File: config.mk
export PLATFORM = sky130hd
export DESIGN_NAME = czpt_cfg
export DESIGN_NICKNAME = d
export VERILOG_FILES = /design/src/rtl/cylinder_zone_point_trigger_unit_defines.svh /design/src/rtl/czpt_pkg.sv /design/src/rtl/czpt_cfg.sv
export SDC_FILE = /design/constraint.sdc
export NUM_CORES = 2
export LEC_CHECK = 0
export ABC_AREA = 1
export BUFFER_PORTS_ARGS = -buffer_cell sky130_fd_sc_hd__buf_2
export CORE_AREA = 2 2 286 288
export DETAILED_ROUTE_END_ITERATION = 12
export DIE_AREA = 0 0 288 290
export PLACE_DENSITY = 0.73
export SYNTH_ARGS = -nofsm -noshare
export SYNTH_HDL_FRONTEND = slang
export SYNTH_SLANG_ARGS = --single-unit
File: constraint.sdc
create_clock -name clk -period 13.3 [get_ports clk]
set_input_delay 0.665 -clock clk [delete_from_list [all_inputs] [get_ports clk]]
set_output_delay 0.665 -clock clk [all_outputs]
set_load 0.1 [all_outputs]
File: src/rtl/cylinder_zone_point_trigger_unit_defines.svh
// assertion helpers shared by the zone trigger modules
// each macro expects clk and rst_n in the scope where it is used
`ifndef CYLINDER_ZONE_POINT_TRIGGER_UNIT_DEFINES_SVH
`define CYLINDER_ZONE_POINT_TRIGGER_UNIT_DEFINES_SVH

// same-cycle implication
`define CZPT_ASSERT_IMPL(lbl, ante, cons, msg) \
  lbl: assert property (@(posedge clk) disable iff (!rst_n) (ante) |-> (cons)) \
    else $error(msg);

// next-cycle implication
`define CZPT_ASSERT_NEXT(lbl, ante, cons, msg) \
  lbl: assert property (@(posedge clk) disable iff (!rst_n) (ante) |=> (cons)) \
    else $error(msg);

`endif

File: src/rtl/czpt_pkg.sv
`timescale 1ns / 1ps

package czpt_pkg;

  // point coordinates are taken from the low COORD_BITS bits of each field
  localparam int unsigned COORD_BITS       = 16;
  localparam int unsigned MAX_CLOUD_POINTS = 524288;

  // counters
  localparam int unsigned CNT_W = 20;
  localparam logic [CNT_W-1:0] CNT_CAP =
    (MAX_CLOUD_POINTS < (2 ** CNT_W) - 1) ? CNT_W'(MAX_CLOUD_POINTS) : {CNT_W{1'b1}};

  // queue between classifier and trigger logic
  localparam int unsigned QUEUE_DEPTH  = 8;
  localparam int unsigned QPTR_W       = $clog2(QUEUE_DEPTH);
  localparam int unsigned QCNT_W       = $clog2(QUEUE_DEPTH + 1);
  localparam int unsigned FRONT_STAGES = 6;
  localparam int unsigned CREDIT_W     = $clog2(QUEUE_DEPTH + FRONT_STAGES + 1);

  // datapath widths
  localparam int unsigned IN_W      = 16;
  localparam int unsigned PT_W      = 17;
  localparam int unsigned SIGN_IDX  = (COORD_BITS <= IN_W) ? COORD_BITS - 1 : IN_W;
  localparam int unsigned D_W       = 18;
  localparam int unsigned PROD_W    = 34;
  localparam int unsigned SUM_W     = 36;
  localparam int unsigned T_W       = SUM_W - 14;
  localparam int unsigned TSQ_W     = 2 * T_W - 1;
  localparam int unsigned SCALED_W  = TSQ_W + 2;
  localparam int unsigned PERP4_W   = SUM_W + 2;
  localparam int unsigned THR_W     = 34;

  // configuration port
  localparam int unsigned REG_W      = 3;
  localparam int unsigned CFG_DATA_W = 48;
  localparam logic [REG_W-1:0] REG_MIDPOINT = 3'd0;
  localparam logic [REG_W-1:0] REG_AXIS     = 3'd1;
  localparam logic [REG_W-1:0] REG_RADIUS   = 3'd2;
  localparam logic [REG_W-1:0] REG_LENGTH   = 3'd3;
  localparam logic [REG_W-1:0] REG_BORDER   = 3'd4;
  localparam logic [REG_W-1:0] REG_TRIGGER  = 3'd5;

  typedef enum logic [1:0] {
    CLS_OUTSIDE = 2'd0,
    CLS_BORDER  = 2'd1,
    CLS_INSIDE  = 2'd2
  } czpt_class_t;

  typedef struct packed {
    logic signed [IN_W-1:0] point_x;
    logic signed [IN_W-1:0] point_y;
    logic signed [IN_W-1:0] point_z;
    logic                   cloud_end;
  } czpt_in_t;

  typedef struct packed {
    logic [1:0]       point_class;
    logic             zone_active;
    logic             started;
    logic             ended;
    logic [CNT_W-1:0] inside_total;
    logic [CNT_W-1:0] near_total;
    logic             cloud_done;
  } czpt_out_t;

  // zone geometry and squared thresholds (bounds scaled by 2)
  typedef struct packed {
    logic signed [15:0] mid_x;
    logic signed [15:0] mid_y;
    logic signed [15:0] mid_z;
    logic signed [15:0] axis_x;
    logic signed [15:0] axis_y;
    logic signed [15:0] axis_z;
    logic [THR_W-1:0]   ax_outer;
    logic [THR_W-1:0]   ax_inner;
    logic [THR_W-1:0]   rad_outer;
    logic [THR_W-1:0]   rad_inner;
  } czpt_zone_t;

  // one classified point on its way to the trigger logic
  typedef struct packed {
    czpt_class_t cls;
    logic        last;
  } czpt_item_t;

  // sign extension from COORD_BITS, upper field bits dropped
  function automatic logic signed [PT_W-1:0] ext_coord(input logic [IN_W-1:0] raw);
    logic [PT_W-1:0] vz;
    logic [PT_W-1:0] r;
    vz = {1'b0, raw};
    for (int i = 0; i < PT_W; i++) begin
      r[i] = (i < COORD_BITS) ? vz[i] : vz[SIGN_IDX];
    end
    return signed'(r);
  endfunction

endpackage

File: src/rtl/czpt_cfg.sv
`timescale 1ns / 1ps

module czpt_cfg (
  input  logic                             clk,
  input  logic                             rst_n,
  input  logic                             cfg_valid,
  output logic                             cfg_ready,
  input  logic [czpt_pkg::REG_W-1:0]       cfg_index,
  input  logic [czpt_pkg::CFG_DATA_W-1:0]  cfg_data,
  output czpt_pkg::czpt_zone_t             zone,
  output logic [czpt_pkg::CNT_W-1:0]       trig_count
);
  import czpt_pkg::*;

  logic [CFG_DATA_W-1:0] mid_r;
  logic [CFG_DATA_W-1:0] axis_r;
  logic [15:0]           radius_r;
  logic [15:0]           length_r;
  logic [15:0]           border_r;
  logic [CNT_W-1:0]      trig_r;

  logic signed [17:0] l_in;
  logic signed [17:0] r_in;
  logic [16:0]        l_mag;
  logic [16:0]        r_mag;
  logic [31:0]        l_sq;
  logic [31:0]        r_sq;
  logic [THR_W-1:0]   li_sq;
  logic [THR_W-1:0]   ri_sq;
  czpt_zone_t         zone_r;

  assign cfg_ready = 1'b1;

  // register file
  always_ff @(posedge clk) begin
    if (!rst_n) begin
      mid_r    <= '0;
      axis_r   <= CFG_DATA_W'(16384);
      radius_r <= 16'd10;
      length_r <= 16'd50;
      border_r <= 16'd2;
      trig_r   <= CNT_W'(1);
    end else if (cfg_valid) begin
      case (cfg_index)
        REG_MIDPOINT: mid_r    <= cfg_data;
        REG_AXIS:     axis_r   <= cfg_data;
        REG_RADIUS:   radius_r <= cfg_data[15:0];
        REG_LENGTH:   length_r <= cfg_data[15:0];
        REG_BORDER:   border_r <= cfg_data[15:0];
        REG_TRIGGER:  trig_r   <= cfg_data[CNT_W-1:0];
        default: ;
      endcase
    end
  end

  // inner bounds: bound minus twice the border, used by magnitude
  always_comb begin
    l_in  = $signed({2'b00, length_r}) - $signed({1'b0, border_r, 1'b0});
    r_in  = $signed({2'b00, radius_r}) - $signed({1'b0, border_r, 1'b0});
    l_mag = l_in[17] ? 17'(-l_in) : l_in[16:0];
    r_mag = r_in[17] ? 17'(-r_in) : r_in[16:0];
    l_sq  = 32'(length_r) * 32'(length_r);
    r_sq  = 32'(radius_r) * 32'(radius_r);
    li_sq = THR_W'(l_mag) * THR_W'(l_mag);
    ri_sq = THR_W'(r_mag) * THR_W'(r_mag);
  end

  // zone geometry and derived thresholds, refreshed every cycle
  always_ff @(posedge clk) begin
    zone_r.mid_x     <= mid_r[15:0];
    zone_r.mid_y     <= mid_r[31:16];
    zone_r.mid_z     <= mid_r[47:32];
    zone_r.axis_x    <= axis_r[15:0];
    zone_r.axis_y    <= axis_r[31:16];
    zone_r.axis_z    <= axis_r[47:32];
    zone_r.ax_outer  <= THR_W'(l_sq);
    zone_r.ax_inner  <= li_sq;
    zone_r.rad_outer <= THR_W'(r_sq);
    zone_r.rad_inner <= ri_sq;
  end

  assign zone       = zone_r;
  assign trig_count = trig_r;

endmodule

==> impl_metrics.tcl <==
set metrics [dict create \
    synth_area_leaders "fa_1 (32%), dfxtp_1 (18%), ha_1 (13%), inv_1 (11%), nand2_1 (6.6%)" \
    min_path_type "input pin to flop" \
    start_util_pct 54.64 \
    die_w_um 288 \
    synth_top_cells_by_count "inv_1 (1340), nand2_1 (767), fa_1 (710), nor2_1 (511), ha_1 (441)" \
    ys_warn_count 0 \
    die_y_um 290 \
    hold_viol 0 \
    wl_per_cell_um 16.31 \
    drive_gt1_share_pct 9.223 \
    status "complete, no violations" \
    syn_avg_cell_area_um2 8.359 \
    hold_buffers 0 \
    dp_hpwl_mm 86.86 \
    grt_max_degree 117 \
    synth-main-ff-cell "dfxtp_1" \
    routabilityCongestion 0.9697 \
    ctsHtreeMaxLevel 2 \
    period_needed_ns 9.086 \
    drtIter0Drc 1970 \
    nNetsFinal 6669 \
    antenna_left 0 \
    arrival_ns 9.59 \
    ys_types 56 \
    period_share_pct 68.32 \
    yosys.area.top_type "fa_1" \
    rows 104 \
    synth_top_area_share_pct 32.46 \
    cts_resized 0 \
    relSlewSlack_pct 26.76 \
    start_kind "flop" \
    die_area_mm2 0.08352 \
    cp_slowest_cell "xor2_1" \
    vias_per_cell 5.124 \
    cts_buffers 43 \
    route.met3.wl_mm 8.071 \
    slew_violations 0 \
    route.detailed.drc 0 \
    setup_viol 0 \
    post-cts-setup-buffer-count 0 \
    cts.sinks 386 \
    worstPathRequired_ns 13.81 \
    first_pass_iters 7 \
    cpPeakStageDelay_ns 0.80 \
    postRouteWirelength_mm 107.0 \
    yosys.cell_count.top_type "inv_1" \
    synthArstFlopShare_pct 0 \
    synth-seq-cells 386 \
    timing.critical_path.mode_cell "inv_1" \
    grt_pass1_vias 34867 \
    worst_clock_skew_ns 0.03187 \
    root_buffer "clkbuf_16" \
    ioPinCount 307 \
    core_mm2 0.08016 \
    cp_max_fo 16 \
    cts.path.max_buffers 3 \
    antenna_found_initial 6 \
    cts_tree "done" \
    tightestPinTransition_ns 1.095 \
    highest_layer "met5" \
    grt-ovfl-total 0 \
    end_kind "flop" \
    yosysSeqAreaShare_pct 17.64 \
    syn_inst 5239 \
    clock_latency_ns 0.63 \
    rsz0062_at_grt "no" \
    grt_pass1_wl_mm 177.0 \
    crit_type "flop to flop" \
    gr-usage-all-layers_pct 26.42 \
    fmax_mhz 110.1 \
    port_buffers 297 \
    maxCapViolCount 0 \
    syn2layout_area_growth_pct 8.848 \
    clk_pin_slew_ns 0.07 \
    met2WireLength_mm 50.87 \
    synth_area_mm2 0.04379 \
    vias 33607 \
    wl_met1_mm 43.70 \
    tns_ns 0 \
    synth_edf_count 0 \
]
-- layout make-up --
cell class | count | area [um2]
antenna | 2 | 5.005
inverter | 1368 | 5137
timing repair buffer | 320 | 1662
clock inverter | 23 | 342.8
multi-input combinational | 3345 | 30290
clock buffer | 55 | 1181
fill | 7112 | 32490
sequential | 386 | 7727
tap | 1060 | 1326
-- worst paths after layout --
| check | slack, ns | cells after the start | from | endpoint |
|---|---|---|---|---|
| min | 0.29 | 3 | cfg_data[23] | mid_r[23]$_SDFFE_PN0P_ |
| max reg2reg | 4.21 | 38 | length_r[1]$_SDFFE_PN1P_ | zone[94]$_DFF_P_ |
| max | 4.21 | 38 | length_r[1]$_SDFFE_PN1P_ | zone[94]$_DFF_P_ |
| min reg2reg | 0.33 | 0 | axis_r[4]$_SDFFE_PN0P_ | zone[172]$_DFF_P_ |
-- cells in the final DEF, fill, tap and decap left out, drive strengths merged, types with 2 or more instances in the layout --
| master | count |
|---|---|
| o21a | 8 |
| nor3 | 17 |
| bufinv | 5 |
| nand4 | 23 |
| nor2 | 537 |
| clkinv | 13 |
| inv | 1370 |
| o31ai | 2 |
| a21boi | 4 |
| o2111ai | 4 |
| a211oi | 5 |
| xor2 | 99 |
| nand3b | 2 |
| xnor2 | 62 |
| o221ai | 5 |
| diode | 2 |
| nor4 | 6 |
| a21oi | 197 |
| conb | 9 |
| a21o | 15 |
| buf | 320 |
| or2 | 15 |
| clkinvlp | 3 |
| and2 | 2 |
| nand3 | 99 |
| nand2 | 794 |
| and3 | 2 |
| o21ai | 245 |
| ha | 441 |
| o211ai | 11 |
| a31oi | 14 |
| fa | 710 |
| dfxtp | 386 |
| o21bai | 11 |
| clkbuf | 55 |
| a221oi | 2 |
-- state kept, by name, summed over array words and instances (netlist names) --
name,flops
length_r,16
trig_count,20
axis_r,48
border_r,16
radius_r,16
mid_r,48
zone,222
-- per-layer routing --
layer,track usage (%),vias to the layer above
met5,0,-
met4,9.845,4
met3,4.544,267
met2,43.79,1156
met1,34.62,16196
li1,-,15984
-- through the flow --
step | util (%) | instances | setup slack, ns | hold WS, ns | cell area [um2]
detailed placement | 57.56 | 6479 | 4.315 | 0.3324 | 46140
finish | 59.47 | 6559 | 4.214 | 0.2947 | 47670
global route | 59.47 | 6559 | 3.679 | 0.2972 | 47670
CTS | 59.46 | 6557 | 4.297 | 0.2586 | 47660
global placement | 57.56 | 6479 | 4.459 | 0.3296 | 46140
floorplan | - | 5246 | 5.950 | 0.3259 | 43820
-- cells by family after synthesis --
family / Yosys count / synth area share [%]
other cells: 2 / 0.01715
xor+xnor: 161 / 3.460
flops: 386 / 17.64
compound gates: 525 / 6.582
simple gates: 1499 / 13.95
fa+ha+maj: 1151 / 45.05
buf+inv: 1515 / 13.29
-- critical path: cells and delay by family (launching register included) --
| kind | cells | cell delay, ns |
|---|---|---|
| compound gates | 4 | 0.61 |
| buf+inv | 10 | 1.49 |
| flops | 1 | 0.70 |
| fa+ha+maj | 9 | 3.53 |
| simple gates | 13 | 1.67 |
| xor+xnor | 2 | 0.94 |
Power is not shown: default switching activity piles up to over one toggle a cycle in this logic, so the estimate is an artifact.
