===== src/rtl/cylinder_zone_point_trigger_unit_defines.svh =====
// assertion helpers shared by the zone trigger modules
// each macro expects clk and rst_n in the scope where it is used
`ifndef CYLINDER_ZONE_POINT_TRIGGER_UNIT_DEFINES_SVH
`define CYLINDER_ZONE_POINT_TRIGGER_UNIT_DEFINES_SVH

// same-cycle implication
`define CZPT_ASSERT_IMPL(lbl, ante, cons, msg) \
  lbl: assert property (@(posedge clk) disable iff (!rst_n) (ante) |-> (cons)) \
    else $error(msg);

// next-cycle implication
`define CZPT_ASSERT_NEXT(lbl, ante, cons, msg) \
  lbl: assert property (@(posedge clk) disable iff (!rst_n) (ante) |=> (cons)) \
    else $error(msg);

`endif


===== src/rtl/czpt_pkg.sv =====
`timescale 1ns / 1ps

package czpt_pkg;

  // point coordinates are taken from the low COORD_BITS bits of each field
  localparam int unsigned COORD_BITS       = 16;
  localparam int unsigned MAX_CLOUD_POINTS = 524288;

  // counters
  localparam int unsigned CNT_W = 20;
  localparam logic [CNT_W-1:0] CNT_CAP =
    (MAX_CLOUD_POINTS < (2 ** CNT_W) - 1) ? CNT_W'(MAX_CLOUD_POINTS) : {CNT_W{1'b1}};

  // queue between classifier and trigger logic
  localparam int unsigned QUEUE_DEPTH  = 8;
  localparam int unsigned QPTR_W       = $clog2(QUEUE_DEPTH);
  localparam int unsigned QCNT_W       = $clog2(QUEUE_DEPTH + 1);
  localparam int unsigned FRONT_STAGES = 6;
  localparam int unsigned CREDIT_W     = $clog2(QUEUE_DEPTH + FRONT_STAGES + 1);

  // datapath widths
  localparam int unsigned IN_W      = 16;
  localparam int unsigned PT_W      = 17;
  localparam int unsigned SIGN_IDX  = (COORD_BITS <= IN_W) ? COORD_BITS - 1 : IN_W;
  localparam int unsigned D_W       = 18;
  localparam int unsigned PROD_W    = 34;
  localparam int unsigned SUM_W     = 36;
  localparam int unsigned T_W       = SUM_W - 14;
  localparam int unsigned TSQ_W     = 2 * T_W - 1;
  localparam int unsigned SCALED_W  = TSQ_W + 2;
  localparam int unsigned PERP4_W   = SUM_W + 2;
  localparam int unsigned THR_W     = 34;

  // configuration port
  localparam int unsigned REG_W      = 3;
  localparam int unsigned CFG_DATA_W = 48;
  localparam logic [REG_W-1:0] REG_MIDPOINT = 3'd0;
  localparam logic [REG_W-1:0] REG_AXIS     = 3'd1;
  localparam logic [REG_W-1:0] REG_RADIUS   = 3'd2;
  localparam logic [REG_W-1:0] REG_LENGTH   = 3'd3;
  localparam logic [REG_W-1:0] REG_BORDER   = 3'd4;
  localparam logic [REG_W-1:0] REG_TRIGGER  = 3'd5;

  typedef enum logic [1:0] {
    CLS_OUTSIDE = 2'd0,
    CLS_BORDER  = 2'd1,
    CLS_INSIDE  = 2'd2
  } czpt_class_t;

  typedef struct packed {
    logic signed [IN_W-1:0] point_x;
    logic signed [IN_W-1:0] point_y;
    logic signed [IN_W-1:0] point_z;
    logic                   cloud_end;
  } czpt_in_t;

  typedef struct packed {
    logic [1:0]       point_class;
    logic             zone_active;
    logic             started;
    logic             ended;
    logic [CNT_W-1:0] inside_total;
    logic [CNT_W-1:0] near_total;
    logic             cloud_done;
  } czpt_out_t;

  // zone geometry and squared thresholds (bounds scaled by 2)
  typedef struct packed {
    logic signed [15:0] mid_x;
    logic signed [15:0] mid_y;
    logic signed [15:0] mid_z;
    logic signed [15:0] axis_x;
    logic signed [15:0] axis_y;
    logic signed [15:0] axis_z;
    logic [THR_W-1:0]   ax_outer;
    logic [THR_W-1:0]   ax_inner;
    logic [THR_W-1:0]   rad_outer;
    logic [THR_W-1:0]   rad_inner;
  } czpt_zone_t;

  // one classified point on its way to the trigger logic
  typedef struct packed {
    czpt_class_t cls;
    logic        last;
  } czpt_item_t;

  // sign extension from COORD_BITS, upper field bits dropped
  function automatic logic signed [PT_W-1:0] ext_coord(input logic [IN_W-1:0] raw);
    logic [PT_W-1:0] vz;
    logic [PT_W-1:0] r;
    vz = {1'b0, raw};
    for (int i = 0; i < PT_W; i++) begin
      r[i] = (i < COORD_BITS) ? vz[i] : vz[SIGN_IDX];
    end
    return signed'(r);
  endfunction

endpackage


===== src/rtl/czpt_queue.sv =====
`timescale 1ns / 1ps
`include "cylinder_zone_point_trigger_unit_defines.svh"

module czpt_queue (
  input  logic                         clk,
  input  logic                         rst_n,
  input  logic                         push,
  input  czpt_pkg::czpt_item_t         push_item,
  input  logic                         pop,
  output czpt_pkg::czpt_item_t         head,
  output logic                         empty,
  output logic [czpt_pkg::QCNT_W-1:0]  count
);
  import czpt_pkg::*;

  czpt_item_t        mem_r [QUEUE_DEPTH];
  logic [QPTR_W-1:0] wr_ptr_r;
  logic [QPTR_W-1:0] rd_ptr_r;
  logic [QCNT_W-1:0] cnt_r;
  logic [QCNT_W-1:0] cnt_nxt;

  // storage
  always_ff @(posedge clk) begin
    if (push) begin
      mem_r[wr_ptr_r] <= push_item;
    end
  end

  // pointers and fill level
  always_comb begin
    cnt_nxt = cnt_r;
    if (push && !pop) begin
      cnt_nxt = cnt_r + 1'b1;
    end else if (pop && !push) begin
      cnt_nxt = cnt_r - 1'b1;
    end
  end

  always_ff @(posedge clk) begin
    if (!rst_n) begin
      wr_ptr_r <= '0;
      rd_ptr_r <= '0;
      cnt_r    <= '0;
    end else begin
      if (push) begin
        wr_ptr_r <= wr_ptr_r + 1'b1;
      end
      if (pop) begin
        rd_ptr_r <= rd_ptr_r + 1'b1;
      end
      cnt_r <= cnt_nxt;
    end
  end

  assign head  = mem_r[rd_ptr_r];
  assign empty = (cnt_r == '0);
  assign count = cnt_r;

  `CZPT_ASSERT_IMPL(a_no_overflow, push, cnt_r < QCNT_W'(QUEUE_DEPTH), "queue overflow")
  `CZPT_ASSERT_IMPL(a_no_underflow, pop, cnt_r != '0, "pop from empty queue")
  `CZPT_ASSERT_NEXT(a_fill_up, push && !pop, cnt_r == QCNT_W'($past(cnt_r) + 1'b1), "fill level lost a word")

endmodule


===== config.mk =====
export PLATFORM = sky130hd
export DESIGN_NAME = czpt_queue
export DESIGN_NICKNAME = d
export VERILOG_FILES = /design/src/rtl/czpt_pkg.sv /design/src/rtl/czpt_queue.sv
export VERILOG_INCLUDE_DIRS = /design/src /design/src/rtl
export SDC_FILE = /design/constraint.sdc
export NUM_CORES = 1
export LEC_CHECK = 0
export BUFFER_PORTS_ARGS = -buffer_cell sky130_fd_sc_hd__buf_2
export CELL_PAD_IN_SITES_DETAIL_PLACEMENT = 1
export CELL_PAD_IN_SITES_GLOBAL_PLACEMENT = 2
export CORE_ASPECT_RATIO = 1.2
export CORE_MARGIN = 2
export CORE_UTILIZATION = 44
export DETAILED_ROUTE_END_ITERATION = 12
export PLACE_DENSITY_LB_ADDON = 0.1
export RECOVER_POWER = 25
export SLEW_MARGIN = 20
export SYNTH_ARGS = -nofsm -noshare
export SYNTH_HDL_FRONTEND = slang
export SYNTH_SLANG_ARGS = --single-unit

===== constraint.sdc =====
create_clock -name clk -period 4.1 [get_ports clk]
set_clock_uncertainty 0.15 [all_clocks]
set_input_delay 0.205 -clock clk [delete_from_list [all_inputs] [get_ports clk]]
set_output_delay 0.205 -clock clk [all_outputs]
set_load 0.01 [all_outputs]

==> impl_metrics.csv, run 1 <==
group,metric,value,unit
yosys,ys_top_cells_by_area,"edfxtp_1, dfxtp_1, mux4_1",
drt,drt-initial-drc-count,14,
sta,final.setup.tns,0,ns
place,place.gp.congestion,0.726,
critical_path,end_kind,"primary output",
sta,hold_violations,0,
pwr,p_leak,0.668,nW
cts,ctsLongestPathBuffers,2,
yosys,synthFlopType,"edfxtp_1",
cts,h-tree-depth,2,
cts,cts-buffers-inserted,5,
floorplan,placement_rows,23,
hold_path,holdPathStages,2,
critical_path,start_kind,"flip-flop",
floorplan,start_util,46.2,%
global_routing,track_usage,15.2,%
critical_path,critPathKind,"reg2out",
global_routing,grt_overflow,0,
drt,drtAntennaViolNets,0,
sta,relSlewSlack,69.0,%
critical_path,crit_fanout,6,
place,dpl.hpwl,2.07,mm
sta,post-route-min-period,2.13,ns
global_routing,first_global_vias,918,
yosys,synth_top_area_share,46.3,%
yosys,synth-xor-area-share,3.38,%
yosys,synth_compound_area_share,1.53,%
floorplan,core,3370,sq um
yosys,synth_top_family_by_area,"multiplexers",
yosys,synth_cells,102,
cts,worst_skew_pair.late_latency,0.28,ns
pwr,p_per_area,510,nW/um^2
floorplan,boundaryPins,15,
final_layout,final_nets,133,
global_routing,grt_pass1_wl,4.44,mm
yosys,muxShareOfSynthArea,14.9,%
critical_path,cpMaxStageDelayCell,"mux4_1",
drt,route.detailed.drc,0,
sta,fmax,0.470,GHz
cts,root_buffer,"clkbuf_8",
yosys,syn-num-nets,115,
flow_run,maxCapViolCount,0,
critical_path,reg2reg_slack,2.47,ns
final_layout,fin_cells,158,
sta,finalSetupViolCount,0,
critical_path,worstPathCellList,"mux4_1 > mux2_2 > buf_2",
critical_path,critical_path_arrival,1.77,ns
drt,avgViaCountPerCell,5.32,
hold_path,hold_path.class,"in2reg",
place,placed_cells,150,
yosys,post_synth_num_cell_types,24,
yosys,synthAdderAreaFrac,5.31,%
yosys,yosysTopAreaCell,"edfxtp_1",
sta,rsz0062_at_grt,"false",
yosys,synth_simple_gate_area_share,10.1,%
global_routing,grt_max_degree,13,
sta,worstMarginPinSlew,0.462,ns
yosys,yosysSeqAreaShare,63.1,%
hold_path,min_from,"rst_n",
cts,clk_pin_slew,0.07,ns
final_layout,layout_commonest_cell,"edfxtp_1",
yosys,ys_seq_elements,37,
floorplan,die_w,58.3,um
drt,wirelength,2.61,mm
critical_path,r2r_start,"count[2]",
drt,wl_per_cell,16.5,um
critical_path,reg2regPathDepth,5,
cts,cts_tree,"done",
cts,cts_resized,0,
yosys,yosysWarnings,0,
pwr,max-vdd-ir-drop,0.337,mV
sta,maxSlewViolCount,0,
final_layout,fillers,339,
final_layout,synthToLayoutAreaGrowth,14.6,%
cts,cts_num_sinks,37,
yosys,synth_edf_count,24,
final_layout,diodes,0,
run_status,status,"finished, final reports clean",
sta,finalCritPeriodShare,51.9,%
yosys,avgSynthCellArea,15.2,sq um
global_routing,antenna_found_initial,0,
floorplan,die-area,4030,sq um
yosys,async_flop_share,0,%
critical_path,regToRegEndpoint,"count[3]",
drt,dr.pass1.iters,2,
yosys,syn_area,1560,sq um
critical_path,required,3.74,ns
place,port_buffers,14,
floorplan,die_h,69.1,um
final_layout,layout_common_cells,"edfxtp_1, dfxtp_1, buf_2, nor2_1, and2_1",
hold_path,whs_endpoint,"wr_ptr_r[1]",
cts,cts_hold_buf,0,
cts,cts_setup_buffers,0,
final_layout,drive_gt1_share,18.2,%
critical_path,max_stage_delay,0.59,ns
drt,num_vias,841,
==> worst max-delay path, delay by kind of cell, from the launching register on <==
kind	cells	cell delay (ns)
buffers and inverters	1	0.14
muxes	2	0.86
DFF	1	0.49
==> sequential cells by signal, indices dropped and copies added, names as in the netlist, named ones only <==
name and cells:
count 4, mem_r 24, rd_ptr_r 3, wr_ptr_r 3
==> stage by stage <==
stage                     total power, mW  setup WS [ns]  cell area [sq um]  utilization, %  hold slack, ns
final                               0.910           1.97               1780            53.0           0.128
after global routing                0.950           1.89               1780            53.0           0.144
after CTS                           0.921           1.94               1790            53.1          0.0598
after detailed placement            0.560           2.15               1650            49.1           0.330
after global placement              0.552           2.21               1650            49.1           0.320
after floorplan                     0.520           2.50               1560               -           0.154
==> cell usage after synthesis (3+ instances only) <==
cell,count
and2_1,7
dfxtp_1,13
edfxtp_1,24
ha_1,5
mux2_2,3
mux2i_1,4
mux4_1,6
nand2_1,6
nand2b_1,4
nor2_1,7
nor2b_1,3
xnor2_1,4
==> metal layers <==
layer	share of wire (%)	vias to the layer above	global-route usage (%)	wire [um]
li1	-	408	-	-
met1	39	409	16.6	1010
met2	56	17	26.6	1460
met3	3.6	7	3.94	95
met4	1.9	0	6.98	50
met5	0	-	0	0
==> layout make-up <==
type                       count  area (sq um)  share of cell area, %
multi-input combinational     60           548                   30.7
sequential                    37           981                   55.0
tap                           37          46.3                   2.60
clock buffer                   5          68.8                   3.86
timing repair buffer          14          66.3                   3.72
clock inverter                 3          65.1                   3.65
inverter                       2          7.51                  0.421
==> report_power, final <==
group / internal, mW / total [mW] / switching (mW)
Combinational: 0.0571 / 0.110 / 0.0525
Clock: 0.241 / 0.361 / 0.120
Sequential: 0.417 / 0.439 / 0.0219
==> worst max path at each step <==
stage | slack (ns) | endpoint | start | cells after the start
5_1_grt | 1.89 | head[2] | flip-flop | 3
3_3_place_gp | 2.21 | count[3] | push | 8
6_report | 1.97 | head[2] | flip-flop | 3
4_1_cts | 1.94 | head[2] | flip-flop | 3
3_5_place_dp | 2.15 | count[3] | pop | 9
2_1_floorplan | 2.50 | count[3] | pop | 8
==> logic make-up after synthesis <==
| family | after synthesis |
|---|---|
| flops | 37 |
| simple gates | 31 |
| mux | 13 |
| xor+xnor | 6 |
| fa+ha+maj | 6 |
| buf+inv | 5 |
| compound gates | 4 |
(Power assumes the default switching activity.)
==> run 2: changes to the inputs <==
ABC_AREA = 1   (was not set)
CORE_UTILIZATION = 33   (was 44)
clock period = 1.9 ns   (was 4.1 ns; I/O delays follow)
==> impl_metrics.csv, run 2 <==
group,metric,value,unit
place,dpl.hpwl,2.72,mm
floorplan,die-area,5390,sq um
yosys,ys_seq_elements,37,
final_layout,final_nets,202,
critical_path,crit_fanout,13,
critical_path,reg2regPathDepth,6,
drt,route.detailed.drc,0,
yosys,yosysWarnings,0,
sta,holdWs,0.0100,ns
floorplan,die_h,80.0,um
critical_path,reg2reg_slack,0.42,ns
floorplan,boundaryPins,15,
global_routing,track_usage,14.9,%
sta,worstMarginPinSlew,0.409,ns
final_layout,fillers,542,
pwr,max-vdd-ir-drop,0.504,mV
drt,num_vias,1147,
sta,finalSetupViolCount,0,
place,dp_slack,0.177,ns
yosys,synth_edf_count,24,
drt,dr.pass1.iters,4,
floorplan,placement_rows,27,
pwr,power_switching,0.452,mW
yosys,syn-num-nets,177,
drt,drtAntennaViolNets,0,
critical_path,required,1.65,ns
critical_path,critical_path_arrival,1.48,ns
sta,fmax,0.580,GHz
final_layout,final_util,40.1,%
critical_path,r2r_start,"count[2]",
yosys,ys_top_cells_by_area,"edfxtp_1, dfxtp_1, nor2_1",
final_layout,diodes,0,
cts,cts_setup_buffers,0,
critical_path,regToRegEndpoint,"count[3]",
hold_path,whs_endpoint,"rd_ptr_r[0]",
final_layout,largest_reg_flops,24,
floorplan,start_util,34.3,%
sta,final.setup.tns,0,ns
hold_path,holdPathStages,3,
global_routing,grt_overflow,0,
cts,h-tree-depth,2,
hold_path,min_from,"pop",
sta,relSlewSlack,72.7,%
pwr,switching_share,25.9,%
floorplan,core,4630,sq um
place,port_buffers,14,
hold_path,hold_path.class,"in2reg",
final_layout,synthToLayoutAreaGrowth,16.9,%
place,place.gp.congestion,0.719,
cts,ctsLongestPathBuffers,2,
yosys,synth_top_area_share,45.4,%
drt,avgViaCountPerCell,4.63,
sta,post-route-min-period,1.72,ns
pwr,seq_power_share,53.8,%
floorplan,die_w,67.3,um
flow_run,maxCapViolCount,0,
sta,fin_ws,0.176,ns
cts,cts-buffers-inserted,5,
yosys,yosysSeqAreaShare,61.7,%
cts,clk_pin_slew,0.06,ns
pwr,p_clk_share,30.9,%
place,dpl_cell_area,1710,sq um
pwr,p_per_area,937,nW/um^2
critical_path,critPathKind,"reg2out",
pwr,power,1.74,mW
final_layout,drive_gt1_share,12.6,%
drt,wl_per_cell,14.1,um
yosys,synth.top_cells.by_count,"nor2_1, nand2_1, edfxtp_1",
pwr,internal_power,1.29,mW
sta,hold_violations,0,
cts,root_buffer,"clkbuf_8",
yosys,yosysTopAreaCell,"edfxtp_1",
cts,worst_skew_pair.late_latency,0.27,ns
drt,wirelength,3.49,mm
cts,cts_num_sinks,37,
global_routing,grt_max_degree,14,
critical_path,start_kind,"flip-flop",
run_status,status,"finished, final reports clean",
pwr,p_leak,0.765,nW
yosys,post_synth_num_cell_types,18,
yosys,avgSynthCellArea,9.69,sq um
yosys,synth_most_common_cell,"nor2_1",
cts,cts_tree,"done",
yosys,async_flop_share,0,%
global_routing,grt_pass1_wl,5.80,mm
yosys,syn_area,1590,sq um
yosys,synthFlopType,"edfxtp_1",
sta,finalCritPeriodShare,90.8,%
final_layout,stdcell_area,1860,sq um
final_layout,fin_cells,248,
pwr,comb_power_share,15.3,%
place,placed_cells,234,
final_layout,layout_commonest_cell,"nor2_1",
global_routing,first_global_vias,1252,
final_layout,regMostFlops,"mem_r",
yosys,synth_cells,164,
critical_path,end_kind,"primary output",
sta,maxSlewViolCount,0,
drt,drt-initial-drc-count,18,
final_layout,layout_common_cells,"nor2_1, nand2_1, edfxtp_1, inv_1, dfxtp_1",
global_routing,antenna_found_initial,0,
sta,rsz0062_at_grt,"false",
-- run 2: cell count changes after synthesis, sizes merged, moves of 4 or more --
cell    previous run  this run
a21oi              1         5
and2               7         0
inv                2        14
mux2i              4         0
mux4               6         0
nand2              6        31
nand2b             4         0
nor2               7        43
o21ai              1        17
-- run 2: layer usage --
layer | routed length [um] | global-route usage [%] | up-vias
met5 | 0 | 0 | -
met4 | 18 | 4.29 | 0
met3 | 72 | 3.39 | 2
met2 | 1980 | 29.5 | 13
met1 | 1420 | 14.9 | 546
li1 | - | - | 586
-- run 2: cell families (layout without fill, tap and decap cells) --
logic type	Yosys count	in the layout	share of synthesized area (%)
buffers and inverters	16	42	4.72
adder cells (fa/ha/maj)	6	6	5.20
AO/OA/AOI/OAI	22	22	6.93
AND/OR/NAND/NOR	80	80	19.8
flip-flops	37	37	61.7
XOR/XNOR	3	3	1.65
-- run 2: cell type report --
class                           instances  area (sq um)  area share, %
Multi-Input combinational cell        111           533           28.7
Clock inverter                          2          8.76          0.471
Timing Repair Buffer                   20           126           6.80
Tap cell                               58          72.6           3.91
Sequential cell                        37           982           52.9
Inverter                               14          52.6           2.83
Clock buffer                            6          82.6           4.44
-- run 2: timing repair --
| item | 4_1_cts | 5_1_grt |
|---|---|---|
| hold buffers | 6 | 0 |
| hold endpoints to repair | 28 | 0 |
| endpoints found under the setup margin | 2 | 0 |
| gates resized for setup | 1 | 0 |
-- run 2: worst max-delay path: stages (launching register included) --
cell,delay [ns]
dfxtp_2,0.48
inv_2,0.16
o21ai_0,0.24
nand2_1,0.08
nand2_1,0.06
nand2_1,0.05
buf_2,0.13
-- run 2: how the worst max path moves through the flow --
stage	startpoint	endpoint	slack (ns)	cells past startpoint
after floorplan	pop	count[3]	0.45	9
after global placement	pop	count[3]	0.24	10
after detailed placement	pop	count[3]	0.18	10
after CTS	flip-flop	head[2]	0.12	6
after global routing	flip-flop	head[2]	0.01	6
final	flip-flop	head[2]	0.18	6
-- run 2: power by group through the flow --
| stage | Sequential [mW] | Clock (mW) | Combinational [mW] |
|---|---|---|---|
| after global routing | 0.945 | 0.584 | 0.308 |
| after CTS | 0.939 | 0.561 | 0.274 |
| final | 0.937 | 0.538 | 0.266 |
| after detailed placement | 0.956 | 0 | 0.263 |
| after global placement | 0.954 | 0 | 0.254 |
| after floorplan | 0.947 | 0 | 0.177 |
==> run 3: changes to the inputs <==
CORE_MARGIN = not set   (was 2)
==> impl_metrics.csv, run 3 (synthesis gave the netlist of run 2 again) <==
group,metric,value,unit
run_status,status,"finished, final reports clean",
final_layout,final_util,40.2,%
drt,drtAntennaViolNets,0,
sta,rsz0062_at_grt,"false",
final_layout,regMostFlops,"mem_r",
cts,root_buffer,"clkbuf_8",
place,dpl_cell_area,1710,sq um
flow_run,maxCapViolCount,0,
drt,drt-initial-drc-count,20,
sta,post-route-min-period,1.75,ns
sta,finalCritPeriodShare,92.0,%
final_layout,synthToLayoutAreaGrowth,16.2,%
critical_path,critical_path_arrival,1.50,ns
final_layout,diodes,0,
global_routing,track_usage,15.9,%
global_routing,first_global_vias,1192,
sta,hold_violations,0,
global_routing,antenna_found_initial,0,
floorplan,core,4590,sq um
sta,finalSetupViolCount,0,
final_layout,layout_common_cells,"nor2_1, nand2_1, edfxtp_1, inv_1, dfxtp_1",
cts,cts_num_sinks,37,
cts,ctsLongestPathBuffers,2,
sta,fmax,0.572,GHz
critical_path,crit_fanout,13,
final_layout,stdcell_area,1850,sq um
sta,holdWs,0.0321,ns
cts,h-tree-depth,2,
sta,maxSlewViolCount,0,
global_routing,grt_pass1_wl,5.91,mm
cts,clk_pin_slew,0.06,ns
final_layout,layout_commonest_cell,"nor2_1",
critical_path,start_kind,"flip-flop",
floorplan,die_w,65.3,um
floorplan,boundaryPins,15,
global_routing,grt_max_degree,14,
critical_path,required,1.65,ns
floorplan,die_h,78.0,um
pwr,p_leak,0.758,nW
pwr,p_per_area,947,nW/um^2
floorplan,placement_rows,27,
cts,worst_skew_pair.late_latency,0.28,ns
drt,avgViaCountPerCell,4.69,
floorplan,die-area,5100,sq um
place,dp_slack,0.190,ns
drt,num_vias,1158,
drt,route.detailed.drc,0,
floorplan,start_util,34.6,%
place,port_buffers,14,
final_layout,drive_gt1_share,12.2,%
global_routing,grt_overflow,0,
final_layout,fillers,569,
sta,relSlewSlack,72.0,%
drt,dr.pass1.iters,6,
hold_path,hold_path.class,"in2reg",
place,dpl.hpwl,2.66,mm
drt,wirelength,3.45,mm
sta,final.setup.tns,0,ns
sta,fin_ws,0.152,ns
final_layout,largest_reg_flops,24,
drt,wl_per_cell,14.0,um
pwr,max-vdd-ir-drop,0.453,mV
critical_path,critPathKind,"reg2out",
final_layout,final_nets,201,
cts,cts_tree,"done",
cts,cts-buffers-inserted,5,
place,place.gp.congestion,0.737,
critical_path,end_kind,"primary output",
cts,cts_setup_buffers,0,
sta,worstMarginPinSlew,0.421,ns
==> run 3: cell count changes in the layout (fill, tap and decap cells not counted) <==
cell	previous run	this run
clkbuf_1	3	5
clkinv_2	1	0
dlygate4sd3_1	6	5
clkinv_1	1	0
==> run 3: layer usage <==
| layer | share of wire [%] | wire length (um) | vias to the layer above | global-route usage (%) |
|---|---|---|---|---|
| met5 | 0 | 0 | - | 0 |
| met2 | 54 | 1860 | 26 | 28.4 |
| li1 | - | - | 582 | - |
| met3 | 3.4 | 118 | 6 | 3.63 |
| met1 | 41 | 1420 | 544 | 18.3 |
| met4 | 1.6 | 54 | 0 | 5.22 |
==> run 3: repair_timing <==
item                       in CTS  in global routing
hold buffers                    5                  0
gates resized for setup         1                  0
hold endpoints to repair       26                  0
setup endpoints to repair       2                  0
==> run 3: final timing paths <==
kind	from	to	slack (ns)	cells past startpoint
max	flip-flop	head[2]	0.15	6
min	pop	rd_ptr_r[2]	0.03	4
min reg2reg	wr_ptr_r[0]	wr_ptr_r[0]	0.36	2
max reg2reg	count[2]	count[3]	0.41	6
==> run 3: stage by stage <==
stage               power, mW  std cells
floorplan                1.12        164
global route             1.85        247
CTS                      1.77        247
finish                   1.75        247
global placement         1.21        234
detailed placement       1.22        234
==> run 3: critical path: stages, from the launching register on <==
cell     delay [ns]
dfxtp_2        0.49
inv_2          0.16
o21ai_0        0.25
nand2_1        0.08
nand2_1        0.06
nand2_1        0.05
buf_2          0.13
==> run 3: cell type report <==
cell class                 instances  area, sq um  share of cell area [%]
clock buffer                       8         90.1                    4.88
inverter                          14         52.6                    2.85
multi-input combinational        111          533                    28.9
sequential                        37          982                    53.2
tap                               58         72.6                    3.93
timing repair buffer              19          116                    6.30
==> run 3: power breakdown <==
group	switching, mW	internal [mW]	leakage [nW]
Sequential	0.0424	0.895	0.326
Clock	0.251	0.296	0.0455
Combinational	0.158	0.106	0.387
