`src/rtl/cylinder_zone_point_trigger_unit_defines.svh`:
```
// assertion helpers shared by the zone trigger modules
// each macro expects clk and rst_n in the scope where it is used
`ifndef CYLINDER_ZONE_POINT_TRIGGER_UNIT_DEFINES_SVH
`define CYLINDER_ZONE_POINT_TRIGGER_UNIT_DEFINES_SVH

// same-cycle implication
`define CZPT_ASSERT_IMPL(lbl, ante, cons, msg) \
  lbl: assert property (@(posedge clk) disable iff (!rst_n) (ante) |-> (cons)) \
    else $error(msg);

// next-cycle implication
`define CZPT_ASSERT_NEXT(lbl, ante, cons, msg) \
  lbl: assert property (@(posedge clk) disable iff (!rst_n) (ante) |=> (cons)) \
    else $error(msg);

`endif

```
`src/rtl/czpt_pkg.sv`:
```
`timescale 1ns / 1ps

package czpt_pkg;

  // point coordinates are taken from the low COORD_BITS bits of each field
  localparam int unsigned COORD_BITS       = 16;
  localparam int unsigned MAX_CLOUD_POINTS = 524288;

  // counters
  localparam int unsigned CNT_W = 20;
  localparam logic [CNT_W-1:0] CNT_CAP =
    (MAX_CLOUD_POINTS < (2 ** CNT_W) - 1) ? CNT_W'(MAX_CLOUD_POINTS) : {CNT_W{1'b1}};

  // queue between classifier and trigger logic
  localparam int unsigned QUEUE_DEPTH  = 8;
  localparam int unsigned QPTR_W       = $clog2(QUEUE_DEPTH);
  localparam int unsigned QCNT_W       = $clog2(QUEUE_DEPTH + 1);
  localparam int unsigned FRONT_STAGES = 6;
  localparam int unsigned CREDIT_W     = $clog2(QUEUE_DEPTH + FRONT_STAGES + 1);

  // datapath widths
  localparam int unsigned IN_W      = 16;
  localparam int unsigned PT_W      = 17;
  localparam int unsigned SIGN_IDX  = (COORD_BITS <= IN_W) ? COORD_BITS - 1 : IN_W;
  localparam int unsigned D_W       = 18;
  localparam int unsigned PROD_W    = 34;
  localparam int unsigned SUM_W     = 36;
  localparam int unsigned T_W       = SUM_W - 14;
  localparam int unsigned TSQ_W     = 2 * T_W - 1;
  localparam int unsigned SCALED_W  = TSQ_W + 2;
  localparam int unsigned PERP4_W   = SUM_W + 2;
  localparam int unsigned THR_W     = 34;

  // configuration port
  localparam int unsigned REG_W      = 3;
  localparam int unsigned CFG_DATA_W = 48;
  localparam logic [REG_W-1:0] REG_MIDPOINT = 3'd0;
  localparam logic [REG_W-1:0] REG_AXIS     = 3'd1;
  localparam logic [REG_W-1:0] REG_RADIUS   = 3'd2;
  localparam logic [REG_W-1:0] REG_LENGTH   = 3'd3;
  localparam logic [REG_W-1:0] REG_BORDER   = 3'd4;
  localparam logic [REG_W-1:0] REG_TRIGGER  = 3'd5;

  typedef enum logic [1:0] {
    CLS_OUTSIDE = 2'd0,
    CLS_BORDER  = 2'd1,
    CLS_INSIDE  = 2'd2
  } czpt_class_t;

  typedef struct packed {
    logic signed [IN_W-1:0] point_x;
    logic signed [IN_W-1:0] point_y;
    logic signed [IN_W-1:0] point_z;
    logic                   cloud_end;
  } czpt_in_t;

  typedef struct packed {
    logic [1:0]       point_class;
    logic             zone_active;
    logic             started;
    logic             ended;
    logic [CNT_W-1:0] inside_total;
    logic [CNT_W-1:0] near_total;
    logic             cloud_done;
  } czpt_out_t;

  // zone geometry and squared thresholds (bounds scaled by 2)
  typedef struct packed {
    logic signed [15:0] mid_x;
    logic signed [15:0] mid_y;
    logic signed [15:0] mid_z;
    logic signed [15:0] axis_x;
    logic signed [15:0] axis_y;
    logic signed [15:0] axis_z;
    logic [THR_W-1:0]   ax_outer;
    logic [THR_W-1:0]   ax_inner;
    logic [THR_W-1:0]   rad_outer;
    logic [THR_W-1:0]   rad_inner;
  } czpt_zone_t;

  // one classified point on its way to the trigger logic
  typedef struct packed {
    czpt_class_t cls;
    logic        last;
  } czpt_item_t;

  // sign extension from COORD_BITS, upper field bits dropped
  function automatic logic signed [PT_W-1:0] ext_coord(input logic [IN_W-1:0] raw);
    logic [PT_W-1:0] vz;
    logic [PT_W-1:0] r;
    vz = {1'b0, raw};
    for (int i = 0; i < PT_W; i++) begin
      r[i] = (i < COORD_BITS) ? vz[i] : vz[SIGN_IDX];
    end
    return signed'(r);
  endfunction

endpackage

```
`src/rtl/czpt_back.sv`:
```
`timescale 1ns / 1ps
`include "cylinder_zone_point_trigger_unit_defines.svh"

module czpt_back (
  input  logic                        clk,
  input  logic                        rst_n,
  input  logic                        q_empty,
  input  czpt_pkg::czpt_item_t        head,
  output logic                        pop,
  input  logic [czpt_pkg::CNT_W-1:0]  trig_count,
  output logic                        out_valid,
  input  logic                        out_ready,
  output czpt_pkg::czpt_out_t         out_data
);
  import czpt_pkg::*;

  logic             active_r;
  logic             active_nxt;
  logic             decided_r;
  logic             decided_nxt;
  logic [CNT_W-1:0] inside_r;
  logic [CNT_W-1:0] inside_nxt;
  logic [CNT_W-1:0] near_r;
  logic [CNT_W-1:0] near_nxt;
  logic [CNT_W-1:0] ins_upd;
  logic [CNT_W-1:0] near_upd;
  logic             dec_upd;
  logic             started;
  logic             ended;
  logic             out_valid_r;
  logic             out_valid_nxt;
  czpt_out_t        out_data_r;
  czpt_out_t        out_data_nxt;

  // take a word when the output register is free or being emptied
  assign pop = !q_empty && (!out_valid_r || out_ready);

  // per-cloud counting and trigger decision
  always_comb begin
    ins_upd     = inside_r;
    near_upd    = near_r;
    dec_upd     = decided_r;
    active_nxt  = active_r;
    started     = 1'b0;
    ended       = 1'b0;
    if (!decided_r) begin
      if (head.cls == CLS_INSIDE && inside_r < CNT_CAP) begin
        ins_upd = inside_r + 1'b1;
      end
      if (head.cls != CLS_OUTSIDE && near_r < CNT_CAP) begin
        near_upd = near_r + 1'b1;
      end
      if (active_r && near_upd >= trig_count) begin
        dec_upd = 1'b1;
      end else if (!active_r && ins_upd >= trig_count) begin
        active_nxt = 1'b1;
        started    = 1'b1;
        dec_upd    = 1'b1;
      end
      if (head.last && !dec_upd && active_r) begin
        active_nxt = 1'b0;
        ended      = 1'b1;
      end
    end
    inside_nxt  = head.last ? '0 : ins_upd;
    near_nxt    = head.last ? '0 : near_upd;
    decided_nxt = head.last ? 1'b0 : dec_upd;

    out_data_nxt.point_class  = head.cls;
    out_data_nxt.zone_active  = active_nxt;
    out_data_nxt.started      = started;
    out_data_nxt.ended        = ended;
    out_data_nxt.inside_total = ins_upd;
    out_data_nxt.near_total   = near_upd;
    out_data_nxt.cloud_done   = head.last;

    out_valid_nxt = out_valid_r;
    if (pop) begin
      out_valid_nxt = 1'b1;
    end else if (out_ready) begin
      out_valid_nxt = 1'b0;
    end
  end

  always_ff @(posedge clk) begin
    if (!rst_n) begin
      active_r    <= 1'b0;
      decided_r   <= 1'b0;
      inside_r    <= '0;
      near_r      <= '0;
      out_valid_r <= 1'b0;
    end else begin
      if (pop) begin
        active_r  <= active_nxt;
        decided_r <= decided_nxt;
        inside_r  <= inside_nxt;
        near_r    <= near_nxt;
      end
      out_valid_r <= out_valid_nxt;
    end
  end

  // output register
  always_ff @(posedge clk) begin
    if (pop) begin
      out_data_r <= out_data_nxt;
    end
  end

  assign out_valid = out_valid_r;
  assign out_data  = out_data_r;

  `CZPT_ASSERT_NEXT(a_cloud_clear, pop && head.last, (inside_r == '0) && (near_r == '0) && !decided_r, "counters not cleared at cloud end")
  `CZPT_ASSERT_NEXT(a_start_latch, pop && started && !head.last, active_r && decided_r, "start did not latch")
  `CZPT_ASSERT_NEXT(a_frozen, pop && decided_r && !head.last, (inside_r == $past(inside_r)) && (near_r == $past(near_r)), "counters moved after decision")
  `CZPT_ASSERT_IMPL(a_end_flags, out_valid_r && out_data_r.ended, out_data_r.cloud_done && !out_data_r.zone_active && !out_data_r.started, "end flagged off a cloud end")

endmodule

```
`config.mk`:
```
export PLATFORM = sky130hd
export DESIGN_NAME = czpt_back
export DESIGN_NICKNAME = d
export VERILOG_FILES = /design/src/rtl/czpt_pkg.sv /design/src/rtl/czpt_back.sv
export VERILOG_INCLUDE_DIRS = /design/src /design/src/rtl
export SDC_FILE = /design/constraint.sdc
export NUM_CORES = 1
export LEC_CHECK = 0
export BUFFER_PORTS_ARGS = -buffer_cell sky130_fd_sc_hd__buf_2
export CORE_MARGIN = 3
export CORE_UTILIZATION = 45
export DETAILED_ROUTE_END_ITERATION = 7
export GPL_ROUTABILITY_DRIVEN = 0
export SLEW_MARGIN = 20
export SYNTH_ARGS = -nofsm -noshare
export SYNTH_HDL_FRONTEND = slang
export SYNTH_SLANG_ARGS = --single-unit
```
`constraint.sdc`:
```
create_clock -name clk -period 4.27 [get_ports clk]
set_input_delay 0.854 -clock clk [delete_from_list [all_inputs] [get_ports clk]]
set_output_delay 0.854 -clock clk [all_outputs]
set_load 0.05 [all_outputs]
```
==> reports/metrics.cfg, run 1 <==
[final_layout]
instances_no_fill=816
regArea_mm2=0.002242
area_delta_synth_final_pct=14.13
multi_input_area_mm2=0.003094
num-fill-cells=1155
nets=712
antennaDiodeCount=0
drive_gt1_frac=0.1883

[clock_tree]
cts_buffers=9
h-tree-depth=3
clockBufferDepth=2
cts_tree=built
clk_pin_slew_ps=60
clock_latency_ps=350
cts_sinks=89
root_buffer=clkbuf_16
postCtsSetupRepairBufs=0
cts_resized=0
cts_hold_buf=0

[synthesis]
syn-num-nets=653
synth-main-ff-cell=edfxtp_1
synth_edf_count=46
synth_area_leaders=edfxtp_1, dfxtp_1, ha_1
yosysTopAreaCell=edfxtp_1
syn_avg_cell_area_um2=9.626
synth_common_cells=edfxtp_1, dfxtp_1, ha_1, xnor2_1, nor2_1
synth-seq-cells=89
synthArstFlopShare=0
synth_top_area_share=0.2457
ys_seq_area_frac=0.3988
synth.most_common_cell=edfxtp_1
yosysUniqueCellTypes=67
synthesis.area_mm2=0.005622
syn_inst=584
yosysWarnings=0

[drt]
wl_met3_um=785
drcViolationCount=0
detail_route.vias_per_cell=5.669
drt-total-wl_mm=14.18
wl_met1_mm=6.558
dr_wl_met2_mm=6.591
wl_per_cell_um=17.38
drt_pass1_iterations=5
dr.first_iter.drc_count=250
topRoutingLayerUsed=met4
vias=4626
ant_nets=0

[global_routing]
grt_usage=0.2073
grt_pass1_wl_mm=23.08
grt_start_max_net_pins=56
grt_overflow=0
grt_pass1_vias=4601
antenna_found_initial=0

[sta]
fin_crit_sh=0.8278
fin_tns_setup_ps=0
finClkSkew_ps=7.942
achievable-frequency_mhz=282.9
hold_viol=0
rsz0062_at_grt=false
slew-limit-headroom=0.5389
tightest_slew_ps=689.1
period_needed_ps=3535
setup_violations=0
drv_slew=0

[pwr]
power_density_mw_per_mm2=299.3
vdd_drop_max_mv=0.2083
p_leak_nw=2.791

[die]
io_pins=75
rows=40
core_mm2=0.01211
die_w_um=117.8
initial_utilization=0.4642
dieArea_mm2=0.01387
die_y_um=117.8

[placement]
hpwl_mm=10.23
port_buffers=74
placedCellCount=800

[run_status]
status=finished clean

[setup_path]
crit_required_ps=4380
path_max_fanout=12
cp.arrival_ps=3640
cp-start-kind=register
worst-setup-path-type=reg -> reg
crit_path_end_kind=register

[run]
maxCapViolations=0

[worst_hold_path]
hold_path_class=reg -> reg

[through the flow]
| stage | power, mW | instance area (um^2) | util | worst slack, ps | hold slack, ps |
|---|---|---|---|---|---|
| after floorplan | 1.117 | 5622 | - | 729.5 | 480.3 |
| after global placement | 1.187 | 6140 | 0.5069 | 618.1 | 497.1 |
| after detailed placement | 1.191 | 6140 | 0.5069 | 534.0 | 505.4 |
| after CTS | 1.940 | 6416 | 0.5298 | 750.0 | 519.7 |
| after global routing | 1.993 | 6416 | 0.5298 | 521.0 | 532.5 |
| final | 1.921 | 6416 | 0.5298 | 735.1 | 521.9 |
[worst paths after layout]
check	endpoint	start	slack (ps)	cells after the start
worst max register to register	out_data[43]$_DFFE_PP_	near_r[4]$_SDFFE_PN0P_	740	11
worst max-delay path	out_data[43]$_DFFE_PP_	near_r[4]$_SDFFE_PN0P_	740	11
worst min-delay path	near_r[6]$_SDFFE_PN0P_	near_r[6]$_SDFFE_PN0P_	520	1
worst min register to register	near_r[6]$_SDFFE_PN0P_	near_r[6]$_SDFFE_PN0P_	520	1
[critical path, stage by stage, from the launching register on]
cell and delay [ps]:
dfxtp_1 460, nand3_2 190, nor4_4 610, and3_1 310, nand2_1 90, xnor2_1 140
ha_1 200, or2_2 280, a221oi_1 250, o21ai_0 210, a211o_1 350, o22a_1 210
[cell usage in the layout (no fill, tap or decap), types with 12 or more instances in the layout]
cell type,n
ha_1,42
nor3_1,14
o21ai_0,20
buf_2,74
and3_1,15
nand4_1,18
dfxtp_1,43
buf_4,12
a21oi_1,22
xnor2_1,41
nor2_1,37
nand2_1,33
nand3_1,23
edfxtp_1,46
inv_1,27
xor2_1,31
[layout make-up]
type | instances | share of cell area
Clock buffer | 14 | 0.04115
Clock inverter | 2 | 0.001950
Tap cell | 168 | 0.03276
Inverter | 30 | 0.01755
Multi-Input combinational cell | 426 | 0.4823
Sequential cell | 89 | 0.3495
Timing Repair Buffer | 87 | 0.07488
[power breakdown]
part	leakage, nW	switching (mW)	internal (mW)	total, mW
clock	0.133	0.322	0.426	0.748
combinational	1.85	0.180	0.0595	0.239
sequential	0.804	0.00928	0.924	0.933
total	2.79	0.511	1.41	1.92
[routing by layer]
metal / global-route usage / vias up
met4: 0.06007 / 0
met1: 0.2693 / 2224
met5: 0 / -
li1: - / 2258
met3: 0.05190 / 22
met2: 0.3428 / 122
[flip-flops by register name, summed over array words and instances, names as in the netlist]
name	count
active_r	1
decided_r	1
inside_r	20
near_r	20
out_data	46
out_valid	1
[cell families (layout without fill, tap and decap cells)]
family	after synthesis	count (layout)	share of synthesized area
adders and majority gates	42	42	0.09348
xor gates and xnor gates	72	72	0.1122
buffers and inverters	69	133	0.05074
AOI/OAI and AO/OA	118	118	0.1469
and+or+nand+nor	188	188	0.1863
muxes	6	6	0.01157
DFF	89	89	0.3988
Power figures use the tool's default switching activity.
==> inputs of run 2 (changes only) <==
Clock period 4.27 ns to 3.3 ns, I/O delays scaled along.
==> run 2 against run 1 <==
Count of clock-buffer cells in the layout down 3. Maximum frequency up 9.9%. Total power up 28%. Largest power group unchanged. Highest routed layer unchanged. Sequential cell count unchanged. Clock skew down 1.5 ps. Largest cell class unchanged. Setup slack worse by 650 ps. Global-route usage up 1.3 points. Sequential power up 30%. Register-to-register slack worse by 650 ps.
==> reports/metrics.cfg, run 2 (synthesis results as in run 1) <==
[run_status]
status=finished clean

[sta]
rsz0062_at_grt=false
setup_violations=0  ; unchanged
hold_viol=0  ; unchanged
drv_slew=0  ; unchanged
achievable-frequency_mhz=311.0  ; +9.9%
period_needed_ps=3215  ; -319.5 ps
slew-limit-headroom=0.5364  ; -0.002509
finClkSkew_ps=6.437  ; -1.505 ps
fin_tns_setup_ps=0  ; unchanged
fin_crit_sh=0.9743  ; +0.1465
tightest_slew_ps=692.8  ; +3.750 ps

[drt]
drt_pass1_iterations=7  ; +2
dr.first_iter.drc_count=369  ; +48%
detail_route.vias_per_cell=5.684  ; +0.27%
ant_nets=0  ; unchanged
drt-total-wl_mm=14.92  ; +5.3%
wl_per_cell_um=17.70  ; +1.9%
vias=4792  ; +3.6%
drcViolationCount=0  ; unchanged

[global_routing]
grt_pass1_vias=4803  ; +4.4%
grt-busiest-layer=met2
grtUsageMet1=0.2888  ; +0.01946
grt_start_max_net_pins=35  ; -38%
grt_overflow=0  ; unchanged
met2_usage=0.3478  ; +0.005031
antenna_found_initial=0  ; unchanged
grt_use_met3=0.04901  ; -0.002883
grt_pass1_wl_mm=24.29  ; +5.2%
grt_usage=0.2200  ; +0.01274

[clock_tree]
cts_sinks=89  ; unchanged
cts_tree=built
h-tree-depth=3  ; unchanged
root_buffer=clkbuf_16
cts_buffers=9  ; unchanged
clock_latency_ps=360  ; about the same
cts_hold_buf=0  ; unchanged
clockBufferDepth=2  ; unchanged
clk_pin_slew_ps=60  ; about the same

[final_layout]
area_delta_synth_final_pct=17.43
most-common-layout-cells=buf_2, edfxtp_1, ha_1
instances_no_fill=843  ; +3.3%
largest_register_ffs=46  ; unchanged
nets=738  ; +3.7%
drive_gt1_frac=0.2255  ; +0.03725
final_common_cell=buf_2

[setup_path]
path_max_fanout=5  ; -7
cp.arrival_ps=3320  ; -320 ps
worst-setup-path-type=reg -> reg
cp-start-kind=register
reg2reg_slack_ps=80  ; -650 ps
path_cells=nand3_1 > nor4_4 > buf_4 > nand4_1 > xnor2_1 > ha_1 > and3_1 > a221oi_2 > o21ai_1 > a211o_1 > o22a_1
slowest_stage=dfxtp_1
slowest_delay_ps=430  ; -180 ps
crit_path_end_kind=register
crit_required_ps=3410  ; -970 ps

[die]
die_w_um=117.8  ; unchanged
core_mm2=0.01211  ; unchanged
die_y_um=117.8  ; unchanged
rows=40  ; unchanged
io_pins=75  ; unchanged
initial_utilization=0.4642  ; unchanged
dieArea_mm2=0.01387  ; unchanged

[pwr]
total_power_mw=2.463  ; +28%
p_leak_nw=2.923  ; +4.7%
vdd_drop_max_mv=0.2754  ; +32%
power_density_mw_per_mm2=373.1  ; +25%

[placement]
port_buffers=74  ; unchanged
hpwl_mm=11.11  ; +8.7%
placedCellCount=825  ; +3.1%

[worst_hold_path]
hold_path_class=in -> reg

[run]
maxCapViolations=0  ; unchanged

run 2: repair_timing:
item,CTS,global route
setup buffers,0,1
resized for setup,0,5
setup endpoints to repair,0,3
hold endpoints to repair,0,0
run 2: critical path: cells and delay by family (launching register included):
kind,cells,cell delay [ps]
AOI/OAI and AO/OA,4,960
and+or+nand+nor,4,870
DFF,1,430
adders and majority gates,1,290
xor gates and xnor gates,1,230
buffers and inverters,1,200
run 2: cell type report:
cell class	instances	area (um^2)
fillers	1150	5510
multi-input cells	426	3102
flip-flops and latches	89	2245
repair buffers	113	663.1
clock buffers	11	242.7
well taps	168	210.2
inverters	30	113.9
clock inverters	5	22.52
diodes	1	2.502
run 2: metrics by stage:
stage / util / setup WS [ps] / hold WS [ps] / area (um^2)
finish: 0.5450 / 84.66 / 487.1 / 6601
CTS: 0.5434 / 142.0 / 483.8 / 6581
floorplan: - / 158.3 / 480.3 / 5623
global placement: 0.5215 / 57.50 / 495.3 / 6316
detailed placement: 0.5215 / -72.92 / 519.5 / 6316
global route: 0.5448 / 17.56 / 495.0 / 6599
run 2: power by group:
| part | total [mW] | switching, mW | internal (mW) |
|---|---|---|---|
| sequential | 1.21 | 0.0122 | 1.20 |
| combinational | 0.313 | 0.234 | 0.0787 |
| clock | 0.942 | 0.421 | 0.521 |
run 2: worst paths after layout:
path / start / end / cells past startpoint
min: q_empty / out_valid$_SDFFE_PN0P_ / 2
max: near_r[11]$_SDFFE_PN0P_ / out_data[43]$_DFFE_PP_ / 11
min reg2reg: inside_r[8]$_SDFFE_PN0P_ / inside_r[8]$_SDFFE_PN0P_ / 1
max reg2reg: near_r[11]$_SDFFE_PN0P_ / out_data[43]$_DFFE_PP_ / 11
run 2: metal layers:
| metal | vias to the layer above | wire (um) |
|---|---|---|
| met5 | - | 0 |
| met4 | 0 | 430 |
| met3 | 33 | 1036 |
| met2 | 171 | 6845 |
| met1 | 2280 | 6611 |
| li1 | 2308 | - |
==> inputs of run 3 (changes only) <==
Settings changed: BUFFER_PORTS_ARGS -buffer_cell sky130_fd_sc_hd__buf_2 to -buffer_cell sky130_fd_sc_hd__buf_4, SKIP_CTS_REPAIR_TIMING from default to 1.
==> run 3 against run 2 <==
Non-clock buffer count fell by 1. Final area grew 3.6%. Routed wire length down 4.5%. Clock power grew 24%. Maximum frequency is 5.9% higher. Count of clock-buffer cells in the layout unchanged. Hold slack better by 14 ps. First-iteration DRC count shrank 2.4%. Register-to-register slack better by 180 ps. Combinational power increased by 7.0%. Largest power group unchanged. Highest routed layer unchanged.
==> reports/metrics.cfg, run 3 (synthesis results as in run 1) <==
[run_status]
status=finished clean

[die]
die_y_um=117.8  ; unchanged
die_w_um=117.8  ; unchanged
rows=40  ; unchanged
initial_utilization=0.4642  ; unchanged
io_pins=75  ; unchanged
core_mm2=0.01211  ; unchanged
dieArea_mm2=0.01387  ; unchanged

[pwr]
p_leak_nw=2.994  ; +2.4%
power_density_mw_per_mm2=396.9  ; +6.4%
vdd_drop_max_mv=0.1989  ; -28%

[drt]
drcViolationCount=0  ; unchanged
dr.first_iter.drc_count=360  ; -2.4%
wl_met3_um=678  ; -35%
topRoutingLayerUsed=met4
wl_per_cell_um=16.95  ; -4.2%
detail_route.vias_per_cell=5.537  ; -2.6%
drt-total-wl_mm=14.26  ; -4.5%
vias=4657  ; -2.8%
drt_pass1_iterations=4  ; -3
wl_met1_mm=6.869  ; +3.9%
dr_wl_met2_mm=6.524  ; -4.7%
ant_nets=0  ; unchanged

[clock_tree]
h-tree-depth=3  ; unchanged
cts_buffers=9  ; unchanged
clock_latency_ps=350  ; about the same
cts_tree=built
cts_sinks=89  ; unchanged
clockBufferDepth=2  ; unchanged
clk_pin_slew_ps=70  ; about the same
root_buffer=clkbuf_16

[sta]
hold_ws_ps=501.5  ; +14.38 ps
slew-limit-headroom=0.5165  ; -0.01997
finClkSkew_ps=9.809  ; +3.372 ps
period_needed_ps=3038  ; -177.8 ps
rsz0062_at_grt=false
setup_slack_ps=262.5  ; +177.8 ps
tightest_slew_ps=722.7  ; +29.84 ps
hold_viol=0  ; unchanged
setup_violations=0  ; unchanged
drv_slew=0  ; unchanged
fin_crit_sh=0.9205  ; -0.05388
achievable-frequency_mhz=329.2  ; +5.9%

[run]
maxCapViolations=0  ; unchanged

[setup_path]
startpoint=near_r[11]$_SDFFE_PN0P_
cp.arrival_ps=3140  ; -180 ps
worst-setup-path-type=reg -> reg
path_max_fanout=5  ; unchanged
timing.rr.start=near_r[11]$_SDFFE_PN0P_
path_cells=nand3_1 > nor4_4 > buf_4 > nand2_1 > nor2_1 > xor2_1 > ha_1 > and3_1 > a221oi_1 > o21ai_1 > a211o_1 > o22a_1
cp-start-kind=register
crit_path_end_kind=register
slowest_delay_ps=430  ; about the same
crit_required_ps=3400  ; about the same
slowest_stage=dfxtp_1

[global_routing]
grt_pass1_vias=4624  ; -3.7%
grt_overflow=0  ; unchanged
grt_start_max_net_pins=35  ; unchanged
antenna_found_initial=0  ; unchanged
grt_pass1_wl_mm=23.47  ; -3.4%
grt_usage=0.2106  ; -0.009353

[worst_hold_path]
worstHoldStart=q_empty
hold_path_class=in -> reg

[final_layout]
area_delta_synth_final_pct=21.66
multi_input_area_mm2=0.003094  ; -0.24%
num-fill-cells=1119  ; -2.7%
nets=737  ; -0.14%
drive_gt1_frac=0.2199  ; -0.005608
final_common_cell=buf_4
antennaDiodeCount=0  ; -1
regArea_mm2=0.002242  ; -0.11%
most-common-layout-cells=buf_4, edfxtp_1, dfxtp_1
largest_register_ffs=46  ; unchanged
final_core_util=0.5647  ; +0.01963

[placement]
place_ws_ps=-61.46  ; +11.46 ps
hpwl_mm=10.89  ; -2.0%
port_buffers=74  ; unchanged

-- run 3: changes by cell type in the layout (fill, tap and decap cells not counted), sizes merged --
cell,delta
buf,-1
bufinv,+3
clkinv,-5
clkinvlp,+2
diode,-1
-- run 3: critical path: cells and delay by family, from the launching register on --
kind            cells  cell delay [ps]
compound gates      4              950
simple gates        5              830
flops               1              430
fa+ha+maj           1              240
buf+inv             1              180
xor+xnor            1              170
-- run 3: path summary, 6_finish.rpt --
kind / to / slack, ps / cells after the start
worst max-delay path: out_data[43]$_DFFE_PP_ / 260 / 12
worst min-delay path: out_valid$_SDFFE_PN0P_ / 500 / 2
worst max register to register: out_data[43]$_DFFE_PP_ / 260 / 12
worst min register to register: near_r[6]$_SDFFE_PN0P_ / 530 / 1
-- run 3: per-layer routing --
metal  global-route usage  up-vias
met5                    0        -
met4              0.05934        0
met3              0.04085       11
met2               0.3421      129
met1               0.2871     2209
li1                     -     2308
-- run 3: layout make-up --
type                       instances  area share
clock buffer                      11     0.03403
clock inverter                     5     0.01537
inverter                          30     0.01665
multi-input combinational        426      0.4524
sequential                        89      0.3278
tap                              168     0.03074
timing repair buffer             112      0.1229
-- run 3: power by group --
group	leakage [nW]	total (mW)	switching, mW	internal (mW)
Sequential	0.804	1.21	0.0139	1.20
Combinational	2.03	0.335	0.231	0.104
Clock	0.156	1.17	0.429	0.741
-- run 3: metrics by stage --
stage / setup TNS (ps) / std cells / power (mW) / instance area (um^2)
after floorplan: 0 / 584 / 1.444 / 5623
after global placement: 0 / 824 / 1.567 / 6494
after detailed placement: -61.46 / 824 / 1.570 / 6494
after CTS: 0 / 840 / 2.744 / 6832
after global routing: 0 / 841 / 2.824 / 6839
final: 0 / 841 / 2.715 / 6839
